$ cat config.mk
export PLATFORM = sky130hd
export DESIGN_NAME = panel_link_packet_handler_flat
export DESIGN_NICKNAME = d
export VERILOG_FILES = /design/src/design/plink_pkg.sv /design/src/design/plink_if.sv /design/src/design/plink_cfg.sv /design/src/design/plink_cmd.sv /design/src/design/panel_link_packet_handler.sv /design/src/flat_wrapper.sv
export SDC_FILE = /design/constraint.sdc
export NUM_CORES = 1
export LEC_CHECK = 0
export BUFFER_PORTS_ARGS = -buffer_cell sky130_fd_sc_hd__buf_2
export CORE_MARGIN = 4
export CORE_UTILIZATION = 40
export DETAILED_ROUTE_END_ITERATION = 6
export GPL_TIMING_DRIVEN = 0
export HOLD_SLACK_MARGIN = 0.02
export PLACE_DENSITY_LB_ADDON = 0.3
export SYNTH_ARGS = -nofsm -noshare
export SYNTH_HDL_FRONTEND = slang
export SYNTH_SLANG_ARGS = --single-unit
$ cat constraint.sdc
create_clock -name clk -period 16.1 [get_ports clk]
set_clock_uncertainty 0.2 [all_clocks]
set_input_delay 1.61 -clock clk [delete_from_list [all_inputs] [get_ports clk]]
set_output_delay 1.61 -clock clk [all_outputs]
set_load 0.02 [all_outputs]
$ cat src/design/plink_pkg.sv
`timescale 1ns / 1ps
// ----------------------------------------------------------------------------
// plink_pkg
// Shared types and constants of the panel link packet handler.
// ----------------------------------------------------------------------------
package plink_pkg;

  // widths
  localparam int BYTE_W  = 8;
  localparam int POS_W   = 4;
  localparam int LIMIT_W = 4;
  localparam int ADDR_W  = 2;

  // packet geometry
  localparam int PKT_BYTES = 9;
  localparam logic [POS_W-1:0] POS_CSUM = 4'd8;
  localparam logic [POS_W-1:0] POS_TAIL_LAST = 4'd7;
  localparam logic [POS_W-1:0] POS_BUTTON = 4'd1;
  localparam logic [POS_W-1:0] POS_SECOND = 4'd2;

  typedef logic [BYTE_W-1:0] byte_t;
  typedef logic [POS_W-1:0] pos_t;

  // configuration register indexes
  localparam logic [ADDR_W-1:0] REG_SYNC  = 2'd0;
  localparam logic [ADDR_W-1:0] REG_SEED  = 2'd1;
  localparam logic [ADDR_W-1:0] REG_LIMIT = 2'd2;

  // configuration reset values
  localparam byte_t SYNC_RESET = 8'hB0;
  localparam byte_t SEED_RESET = 8'h55;
  localparam logic [LIMIT_W-1:0] LIMIT_RESET = 4'd10;

  // panel button codes: power, step buttons for tx bytes 1..6, second byte step
  localparam byte_t BTN_POWER    = 8'h01;
  localparam byte_t STEP_BTN [6] = '{8'h04, 8'h08, 8'h10, 8'h20, 8'h40, 8'h80};
  localparam byte_t SECOND_STEP  = 8'h21;

  // transmit packet after reset
  localparam byte_t TX_RESET [PKT_BYTES] = '{
    8'h0B, 8'h07, 8'h00, 8'h28, 8'h0F, 8'h20, 8'h04, 8'h00, 8'hC2
  };

  // configuration seen by the datapath
  typedef struct packed {
    byte_t               sync_byte;
    byte_t               checksum_seed;
    logic [LIMIT_W-1:0]  repeat_limit;
  } cfg_t;

  // link control to the command unit
  typedef struct packed {
    logic  act;
    byte_t button;
    byte_t second;
    pos_t  rd_pos;
  } cmd_req_t;

  // command unit status back to the link control
  typedef struct packed {
    byte_t tx_byte;
    logic  updated;
    logic  suppressed;
  } cmd_rsp_t;

endpackage

$ cat src/design/plink_if.sv
`timescale 1ns / 1ps
// ----------------------------------------------------------------------------
// plink_if
// Handshake channels of the panel link packet handler: received words,
// result words and configuration writes.
// ----------------------------------------------------------------------------
interface plink_rx_if import plink_pkg::*; ();
  logic  valid;
  logic  ready;
  byte_t rx_byte;

  modport source (output valid, output rx_byte, input ready);
  modport sink (input valid, input rx_byte, output ready);
endinterface

interface plink_res_if import plink_pkg::*; ();
  logic        valid;
  logic        ready;
  byte_t       tx_byte;
  logic [1:0]  link_phase;
  logic        packet_end;
  logic        checksum_error;
  logic        command_updated;
  logic        press_suppressed;

  modport source (output valid, output tx_byte, output link_phase, output packet_end,
                  output checksum_error, output command_updated,
                  output press_suppressed, input ready);
  modport sink (input valid, input tx_byte, input link_phase, input packet_end,
                input checksum_error, input command_updated,
                input press_suppressed, output ready);
endinterface

interface plink_cfg_if import plink_pkg::*; ();
  logic              valid;
  logic              ready;
  logic [ADDR_W-1:0] addr;
  byte_t             data;

  modport source (output valid, output addr, output data, input ready);
  modport sink (input valid, input addr, input data, output ready);
endinterface

$ cat src/design/plink_cfg.sv
`timescale 1ns / 1ps
// ----------------------------------------------------------------------------
// plink_cfg
// Configuration registers: sync byte, checksum seed and repeat limit.
// ----------------------------------------------------------------------------
module plink_cfg import plink_pkg::*; (
  input  logic          clk,
  input  logic          rst,
  plink_cfg_if.sink     cfg,
  output cfg_t          cfg_s
);

  byte_t              sync_byte;
  byte_t              checksum_seed;
  logic [LIMIT_W-1:0] repeat_limit;

  // writes are always taken
  assign cfg.ready = 1'b1;

  // register decode
  always_ff @(posedge clk) begin
    if (rst) begin
      sync_byte     <= SYNC_RESET;
      checksum_seed <= SEED_RESET;
      repeat_limit  <= LIMIT_RESET;
    end else if (cfg.valid) begin
      case (cfg.addr)
        REG_SYNC:  sync_byte     <= cfg.data;
        REG_SEED:  checksum_seed <= cfg.data;
        REG_LIMIT: repeat_limit  <= cfg.data[LIMIT_W-1:0];
        default: begin
        end
      endcase
    end
  end

  assign cfg_s = '{sync_byte: sync_byte, checksum_seed: checksum_seed,
                   repeat_limit: repeat_limit};

endmodule

$ cat src/design/plink_cmd.sv
`timescale 1ns / 1ps
// ----------------------------------------------------------------------------
// plink_cmd
// Transmit packet store and button command decode. At the end of a good
// packet it applies the button code, rewrites the transmit checksum and
// tracks the repeat counter.
// ----------------------------------------------------------------------------
module plink_cmd import plink_pkg::*; (
  input  logic     clk,
  input  logic     rst,
  input  cfg_t     cfg_s,
  input  cmd_req_t req,
  output cmd_rsp_t rsp
);

  localparam int    LAST_DATA  = PKT_BYTES - 2;

  byte_t              tx_pkt [PKT_BYTES];
  byte_t              tx_next [PKT_BYTES];
  logic [LIMIT_W-1:0] repeat_count;
  logic [LIMIT_W-1:0] repeat_count_next;
  logic               upd;
  logic               sup;
  logic               is_step;
  logic               is_extra;
  pos_t               step_idx;
  byte_t              tx_sum;

  // step button decode
  always_comb begin
    is_step  = 1'b1;
    step_idx = POS_BUTTON;
    case (req.button)
      STEP_BTN[0]: step_idx = 4'd1;
      STEP_BTN[1]: step_idx = 4'd2;
      STEP_BTN[2]: step_idx = 4'd3;
      STEP_BTN[3]: step_idx = 4'd4;
      STEP_BTN[4]: step_idx = 4'd5;
      STEP_BTN[5]: step_idx = 4'd6;
      default:     is_step = 1'b0;
    endcase
    is_extra = (req.second == SECOND_STEP);
  end

  // command action and new checksum
  always_comb begin
    tx_next           = tx_pkt;
    repeat_count_next = repeat_count;
    upd               = 1'b0;
    sup               = 1'b0;
    tx_sum            = cfg_s.checksum_seed;
    if (req.button == BTN_POWER) begin
      for (int i = 1; i <= LAST_DATA; i++) begin
        tx_next[i] = '0;
      end
      upd = 1'b1;
    end else if (repeat_count != '0 && (is_step || is_extra)) begin
      sup = 1'b1;
      if (repeat_count >= cfg_s.repeat_limit) begin
        repeat_count_next = '0;
      end else begin
        repeat_count_next = repeat_count + 4'd1;
      end
    end else if (is_step) begin
      tx_next[step_idx] = tx_pkt[step_idx] + 8'd1;
      upd = 1'b1;
    end else if (is_extra) begin
      tx_next[LAST_DATA] = tx_pkt[LAST_DATA] + 8'd1;
      upd = 1'b1;
    end else begin
      repeat_count_next = '0;
    end
    for (int i = 0; i <= LAST_DATA; i++) begin
      tx_sum = tx_sum + tx_next[i];
    end
    if (upd) begin
      tx_next[PKT_BYTES-1] = tx_sum;
      repeat_count_next    = 4'd1;
    end
  end

  // packet store and repeat counter
  always_ff @(posedge clk) begin
    if (rst) begin
      for (int i = 0; i < PKT_BYTES; i++) begin
        tx_pkt[i] <= TX_RESET[i];
      end
      repeat_count <= '0;
    end else if (req.act) begin
      tx_pkt       <= tx_next;
      repeat_count <= repeat_count_next;
    end
  end

  assign rsp = '{tx_byte: tx_pkt[req.rd_pos], updated: req.act & upd,
                 suppressed: req.act & sup};

endmodule

$ cat src/design/panel_link_packet_handler.sv
`timescale 1ns / 1ps
// ----------------------------------------------------------------------------
// panel_link_packet_handler
// Full-duplex 9-byte panel link: one received word in, one transmit word out.
// ----------------------------------------------------------------------------
// Takes one received word per cycle unless the result channel stalls and returns
// one result word for it, through the input register and then the result register.
// The phase, byte position and running checksum are updated once per word in the
// cycle the word moves from the input register to the result register, so
// back-to-back words run at full rate. Link phases: hunt for the sync byte, skip
// the 8-byte tail, take one packet without acting, then act on every good packet.
// Transmit packet changes made at a packet end show from the next packet on.
// Configuration is to be written through the cfg channel only while idle, which
// the block does not enforce; a new checksum seed takes effect at the next packet start.
// ----------------------------------------------------------------------------
module panel_link_packet_handler import plink_pkg::*; (
  input  logic         clk,
  input  logic         rst,
  plink_rx_if.sink     rx,
  plink_res_if.source  res,
  plink_cfg_if.sink    cfg
);

  typedef enum logic [1:0] {
    PH_HUNT  = 2'd0,
    PH_TAIL  = 2'd1,
    PH_FIRST = 2'd2,
    PH_RUN   = 2'd3
  } phase_t;

  cfg_t     cfg_s;
  cmd_req_t cmd_req;
  cmd_rsp_t cmd_rsp;

  // input register
  logic  in_valid;
  byte_t rx_q;

  // link state
  phase_t phase, phase_next;
  pos_t   byte_pos, byte_pos_next;
  pos_t   pos;
  byte_t  running_sum, running_sum_next;
  byte_t  button_byte, button_byte_next;
  byte_t  second_byte, second_byte_next;
  logic   end_flag;
  logic   err_flag;
  logic   act_flag;
  logic   advance;

  // result register
  logic       res_valid;
  byte_t      res_tx;
  logic [1:0] res_phase;
  logic       res_end;
  logic       res_err;
  logic       res_upd;
  logic       res_sup;

  plink_cfg u_cfg (
    .clk   (clk),
    .rst   (rst),
    .cfg   (cfg),
    .cfg_s (cfg_s)
  );

  plink_cmd u_cmd (
    .clk   (clk),
    .rst   (rst),
    .cfg_s (cfg_s),
    .req   (cmd_req),
    .rsp   (cmd_rsp)
  );

  // handshake
  assign advance  = in_valid && (!res_valid || res.ready);
  assign rx.ready = !in_valid || advance;

  // link phase and packet tracking
  always_comb begin
    pos              = (byte_pos <= POS_CSUM) ? byte_pos : '0;
    phase_next       = phase;
    byte_pos_next    = byte_pos;
    running_sum_next = running_sum;
    button_byte_next = button_byte;
    second_byte_next = second_byte;
    end_flag         = 1'b0;
    err_flag         = 1'b0;
    act_flag         = 1'b0;
    case (phase)
      PH_HUNT: begin
        if (rx_q == cfg_s.sync_byte) begin
          phase_next    = PH_TAIL;
          byte_pos_next = '0;
        end
      end
      PH_TAIL: begin
        if (pos >= POS_TAIL_LAST) begin
          end_flag         = 1'b1;
          phase_next       = PH_FIRST;
          byte_pos_next    = '0;
          running_sum_next = cfg_s.checksum_seed;
        end else begin
          byte_pos_next = pos + 4'd1;
        end
      end
      default: begin
        if (pos < POS_CSUM) begin
          running_sum_next = running_sum + rx_q;
          if (pos == POS_BUTTON) begin
            button_byte_next = rx_q;
          end
          if (pos == POS_SECOND) begin
            second_byte_next = rx_q;
          end
          byte_pos_next = pos + 4'd1;
        end else begin
          end_flag = 1'b1;
          if (phase == PH_RUN) begin
            if (running_sum != rx_q) begin
              err_flag = 1'b1;
            end else begin
              act_flag = 1'b1;
            end
          end
          phase_next       = PH_RUN;
          byte_pos_next    = '0;
          running_sum_next = cfg_s.checksum_seed;
        end
      end
    endcase
  end

  // command unit request
  assign cmd_req = '{act: advance & act_flag, button: button_byte, second: second_byte,
                     rd_pos: (phase == PH_HUNT) ? '0 : pos};

  // state, input and result registers
  always_ff @(posedge clk) begin
    if (rst) begin
      in_valid    <= 1'b0;
      res_valid   <= 1'b0;
      phase       <= PH_HUNT;
      byte_pos    <= '0;
      running_sum <= SEED_RESET;
      button_byte <= '0;
      second_byte <= '0;
    end else begin
      if (rx.valid && rx.ready) begin
        in_valid <= 1'b1;
        rx_q     <= rx.rx_byte;
      end else if (advance) begin
        in_valid <= 1'b0;
      end
      if (advance) begin
        res_valid   <= 1'b1;
        res_tx      <= cmd_rsp.tx_byte;
        res_phase   <= phase;
        res_end     <= end_flag;
        res_err     <= err_flag;
        res_upd     <= cmd_rsp.updated;
        res_sup     <= cmd_rsp.suppressed;
        phase       <= phase_next;
        byte_pos    <= byte_pos_next;
        running_sum <= running_sum_next;
        button_byte <= button_byte_next;
        second_byte <= second_byte_next;
      end else if (res.ready) begin
        res_valid <= 1'b0;
      end
    end
  end

  // result word
  assign res.valid            = res_valid;
  assign res.tx_byte          = res_tx;
  assign res.link_phase       = res_phase;
  assign res.packet_end       = res_end;
  assign res.checksum_error   = res_err;
  assign res.command_updated  = res_upd;
  assign res.press_suppressed = res_sup;

endmodule
$ cat src/flat_wrapper.sv
// flat-port wrapper written by rule: the top's interface ports become plain ports
module panel_link_packet_handler_flat import plink_pkg::*;
  (clk, rst, rx_valid, rx_rx_byte, rx_ready, res_valid, res_tx_byte, res_link_phase, res_packet_end, res_checksum_error, res_command_updated, res_press_suppressed, res_ready, cfg_valid, cfg_addr, cfg_data, cfg_ready);
  plink_rx_if rx_i ();
  plink_res_if res_i ();
  plink_cfg_if cfg_i ();
  input  logic clk;
  input  logic rst;
  input wire logic [$bits(rx_i.valid)-1:0] rx_valid;
  input wire logic [$bits(rx_i.rx_byte)-1:0] rx_rx_byte;
  output wire logic [$bits(rx_i.ready)-1:0] rx_ready;
  output wire logic [$bits(res_i.valid)-1:0] res_valid;
  output wire logic [$bits(res_i.tx_byte)-1:0] res_tx_byte;
  output wire logic [$bits(res_i.link_phase)-1:0] res_link_phase;
  output wire logic [$bits(res_i.packet_end)-1:0] res_packet_end;
  output wire logic [$bits(res_i.checksum_error)-1:0] res_checksum_error;
  output wire logic [$bits(res_i.command_updated)-1:0] res_command_updated;
  output wire logic [$bits(res_i.press_suppressed)-1:0] res_press_suppressed;
  input wire logic [$bits(res_i.ready)-1:0] res_ready;
  input wire logic [$bits(cfg_i.valid)-1:0] cfg_valid;
  input wire logic [$bits(cfg_i.addr)-1:0] cfg_addr;
  input wire logic [$bits(cfg_i.data)-1:0] cfg_data;
  output wire logic [$bits(cfg_i.ready)-1:0] cfg_ready;
  assign rx_i.valid = rx_valid;
  assign rx_i.rx_byte = rx_rx_byte;
  assign rx_ready = rx_i.ready;
  assign res_valid = res_i.valid;
  assign res_tx_byte = res_i.tx_byte;
  assign res_link_phase = res_i.link_phase;
  assign res_packet_end = res_i.packet_end;
  assign res_checksum_error = res_i.checksum_error;
  assign res_command_updated = res_i.command_updated;
  assign res_press_suppressed = res_i.press_suppressed;
  assign res_i.ready = res_ready;
  assign cfg_i.valid = cfg_valid;
  assign cfg_i.addr = cfg_addr;
  assign cfg_i.data = cfg_data;
  assign cfg_ready = cfg_i.ready;
  panel_link_packet_handler u_core (.clk(clk), .rst(rst), .rx(rx_i), .res(res_i), .cfg(cfg_i));
endmodule
==> impl_metrics.tcl <==
set metrics [dict create \
    ff2ff_setup_slack_ns 7.01 \
    powerDensity_nw_per_um2 75.4 \
    setup_repair_after_global_routing_missed_its_margin "false" \
    synth_top_family_by_area "simple AND/OR/NAND/NOR gates" \
    antenna_found_initial 0 \
    synth_simple_gate_area_share_pct 19.4 \
    critPathMaxStageDelay_ns 0.67 \
    post_synth_xor_area_fraction_pct 5.22 \
    clk_transition_reported_paths_ns 0.07 \
    netSwitchingFraction_pct 26.6 \
    synth_area_um2 9800 \
    number_of_synthesized_flops_with_an_enable_pin 22 \
    maxCapViolCount 0 \
    clock-sinks 150 \
    rows 57 \
    mostFrequentLayoutCell "sky130_fd_sc_hd__nor2_1" \
    pin_count_of_the_biggest_net_entering_global_routing 17 \
    synth_sequential_area_ratio_pct 32.9 \
    nets 1334 \
    postSynth.asyncResetShare_pct 0 \
    cts.repair.resized 0 \
    run_status "finished clean" \
    grt_first_pass_wirelength_um 50400 \
    ir_worst_vdd_mv 0.0502 \
    die_width_um 165 \
    cts_tree "yes" \
    clock_tree.htree_level_count 4 \
    leakage_nw 4.28 \
    synth_top_area_cell "sky130_fd_sc_hd__dfxtp_1" \
    post_route_cells_drive_above_1_share_pct 7.84 \
    synth_compound_gate_area_share_pct 18.0 \
    syn-instance-count 1180 \
    seq_power_share_pct 46.6 \
    cts_hold_buffers 0 \
    hold_viol 0 \
    wl_per_cell_um 21.0 \
    drtPass1Iterations 5 \
    pwr-share-clk_pct 47.5 \
    internal_power_w 0.000607 \
    worst_hold_path.num_cells 0 \
    first_global_vias 8585 \
    synthFlopType "sky130_fd_sc_hd__dfxtp_1" \
    synthTopCellsByArea "sky130_fd_sc_hd__dfxtp_1 26%, sky130_fd_sc_hd__fa_1 9.4%, sky130_fd_sc_hd__edfxtp_1 6.7%, sky130_fd_sc_hd__nor2_1 6.4%, sky130_fd_sc_hd__nand2_1 5.5%" \
    vias_per_cell 5.66 \
    seq_cells_post_synth 150 \
    critical-path-slowest-cell "sky130_fd_sc_hd__xnor2_1" \
    met3WireLength_um 2940 \
    start_kind "register" \
    slew-limit-headroom_pct 16.3 \
    io-pin-count 40 \
    totalPowerFinal_w 0.000828 \
    worstReg2RegStart "u_core.button_byte[0]" \
    report.final.setup_viol 0 \
    power_switching_w 0.000220 \
    synth_top_cell_area_share_pct 26.1 \
    finalCriticalPeriod_ns 9.09 \
    ys_types 70 \
    area_delta_synth_final_pct 11.9 \
    die_h_um 165 \
    gr-usage-all-layers_pct 24.7 \
    root_buffer "sky130_fd_sc_hd__clkbuf_16" \
    setup_fix_bufs_post_cts 0 \
    min_path_type "reg -> reg" \
    cts_max_path_buffers 2 \
    antenna-diode-count 0 \
    layout.filler_cells 2415 \
    worst_hold_startpoint "u_core.phase[1]" \
    synth_mux_area_share_pct 4.93 \
    finalWeightedCongestion 1.01 \
    finalMaxSlewViolations 0 \
    detailed_place_hpwl_um 25200 \
    worstRegToRegCells 27 \
    floorplan.initialDensity_pct 40.4 \
    synth-adder-area-share_pct 13.0 \
    layout.cells.most_common_list "166 x sky130_fd_sc_hd__nor2_1, 143 x sky130_fd_sc_hd__nand2_1, 128 x sky130_fd_sc_hd__dfxtp_1" \
    critPathCaptureType "register" \
    drt_drc_violations_left 0 \
    routed-via-count 8902 \
    final_wirelength_um 33000 \
    signal_arrival_time_at_the_worst_endpoint_ns 9.22 \
    critical_path.most_common_cell "sky130_fd_sc_hd__xnor2_1" \
    worstSkewPairLatency_ns 0.44 \
    route.top_layer_used "met4" \
    reg2reg_to "u_core.u_cmd.tx_pkt[7]" \
    drt_iter0_markers 905 \
    dr_wl_met2_um 14900 \
    grt_remaining_overflow 0 \
    fp.dieArea_um2 27100 \
    yosys_warnings 0 \
    route.layer.met1.wl_um 13900 \
    maxClockFrequency_mhz 110 \
    port-buffer-count 37 \
    cp_data_required_time_ns 16.23 \
    synth_nets 1277 \
    crit_path_max_fanout 10 \
    min_period_over_period_pct 56.5 \
    coreArea_um2 24200 \
    synth_area_per_cell_um2 8.31 \
    antenna_left 0 \
    p_comb_share_pct 5.8 \
    worstMarginPinSlew_ns 1.24 \
    setup_tns_ns 0 \
    critical_path_class "reg -> reg" \
    cts-buffers-inserted 17 \
    hold_path_end "u_core.res.link_phase[1]" \
]
-- power groups by stage --
stage                     Sequential (W)  Combinational, W  Clock (W)
final                           0.000386         0.0000484   0.000393
after global routing            0.000386         0.0000543   0.000413
after CTS                       0.000386         0.0000483   0.000397
after detailed placement        0.000395         0.0000479          0
after global placement          0.000395         0.0000474          0
after floorplan                 0.000394         0.0000318          0
-- worst max path at each step --
stage / cells after the start / end / startpoint / slack (ns)
6_report: 27 / u_core.u_cmd.tx_pkt[7] / u_core.button_byte[0] / 7.01
5_1_grt: 30 / u_core.u_cmd.tx_pkt[7] / u_core.button_byte[0] / 6.71
4_1_cts: 30 / u_core.u_cmd.tx_pkt[7] / u_core.button_byte[5] / 7.17
3_5_place_dp: 30 / u_core.u_cmd.tx_pkt[7] / u_core.button_byte[5] / 7.18
3_3_place_gp: 27 / u_core.u_cmd.tx_pkt[7] / u_core.button_byte[0] / 7.14
2_1_floorplan: 33 / u_core.u_cmd.tx_pkt[7] / u_core.button_byte[5] / 8.93
-- metal layers --
| layer | global-route usage, % | vias to the layer above |
|---|---|---|
| met3 | 6.54 | 89 |
| met5 | 0 | - |
| met4 | 8.58 | 0 |
| li1 | - | 4142 |
| met1 | 32.4 | 4253 |
| met2 | 39.4 | 418 |
-- sequential cells by signal (all words and copies together) (netlist names) --
name	flops
u_core.button_byte	8
u_core.byte_pos	4
u_core.in_valid	1
u_core.phase	2
u_core.res.checksum_error	1
u_core.res.command_updated	1
u_core.res.link_phase	2
u_core.res.packet_end	1
u_core.res.press_suppressed	1
u_core.res.tx_byte	8
u_core.res.valid	1
u_core.running_sum	8
u_core.rx_q	8
u_core.second_byte	8
u_core.u_cfg.checksum_seed	8
u_core.u_cfg.repeat_limit	4
u_core.u_cfg.sync_byte	8
u_core.u_cmd.repeat_count	4
u_core.u_cmd.tx_pkt	72
-- cell type report --
cell class,instances,area [µm²],area share [%]
clock buffers,18,429,3.91
well taps,324,405,3.69
repair buffers,38,196,1.79
clock inverters,14,135,1.23
plain buffers,70,298,2.71
flip-flops and latches,150,3220,29.4
inverters,91,342,3.11
multi-input cells,869,5950,54.2
-- stage by stage --
stage,utilization (%),instances,setup slack (ns),instance area (µm²),hold WS [ns]
floorplan,-,1180,8.93,9800,0.206
global placement,42.9,1541,7.14,10400,0.212
detailed placement,42.9,1542,7.18,10400,0.213
CTS,45.3,1574,7.17,11000,0.232
global route,45.3,1574,6.71,11000,0.247
finish,45.3,1574,7.01,11000,0.231
-- worst max-delay path: cells and delay by family, from the launching register on --
kind / cells / cell delay [ns]
adders and majority gates: 6 / 2.90
xor gates and xnor gates: 6 / 1.88
AOI/OAI and AO/OA: 6 / 1.54
and+or+nand+nor: 5 / 1.29
buffers and inverters: 3 / 0.61
DFF: 1 / 0.38
muxes: 1 / 0.18
-- cell usage after synthesis, drive strengths merged (3+ instances only) --
cell and n:
nor2 167, nand2 143, dfxtp 128, inv 90
a21oi 75, o21ai 62, clkbuf 61, fa 46
mux2i 46, ha 28, xnor2 28, a211oi 27
xor2 27, edfxtp 22, a211o 19, nor2b 17
nand3 13, nor3 12, o211ai 12, nand2b 11
a21o 10, and3 10, o221ai 10, buf 9
o22ai 9, a311oi 8, and2 8, nor4 8
o31ai 7, or2 7, or3 7, a22oi 6
a32oi 5, nand3b 5, o311ai 5, nor4b 4
a31oi 3, nor3b 3
-- cells by family (layout without fill, tap and decap cells) --
family / Yosys count / after routing
other cells: 1 / 1
compound gates: 268 / 268
mux: 48 / 48
flops: 150 / 150
xor+xnor: 56 / 56
buf+inv: 161 / 231
fa+ha+maj: 74 / 74
simple gates: 422 / 422
Note: power is estimated with default switching activity, not from simulation.
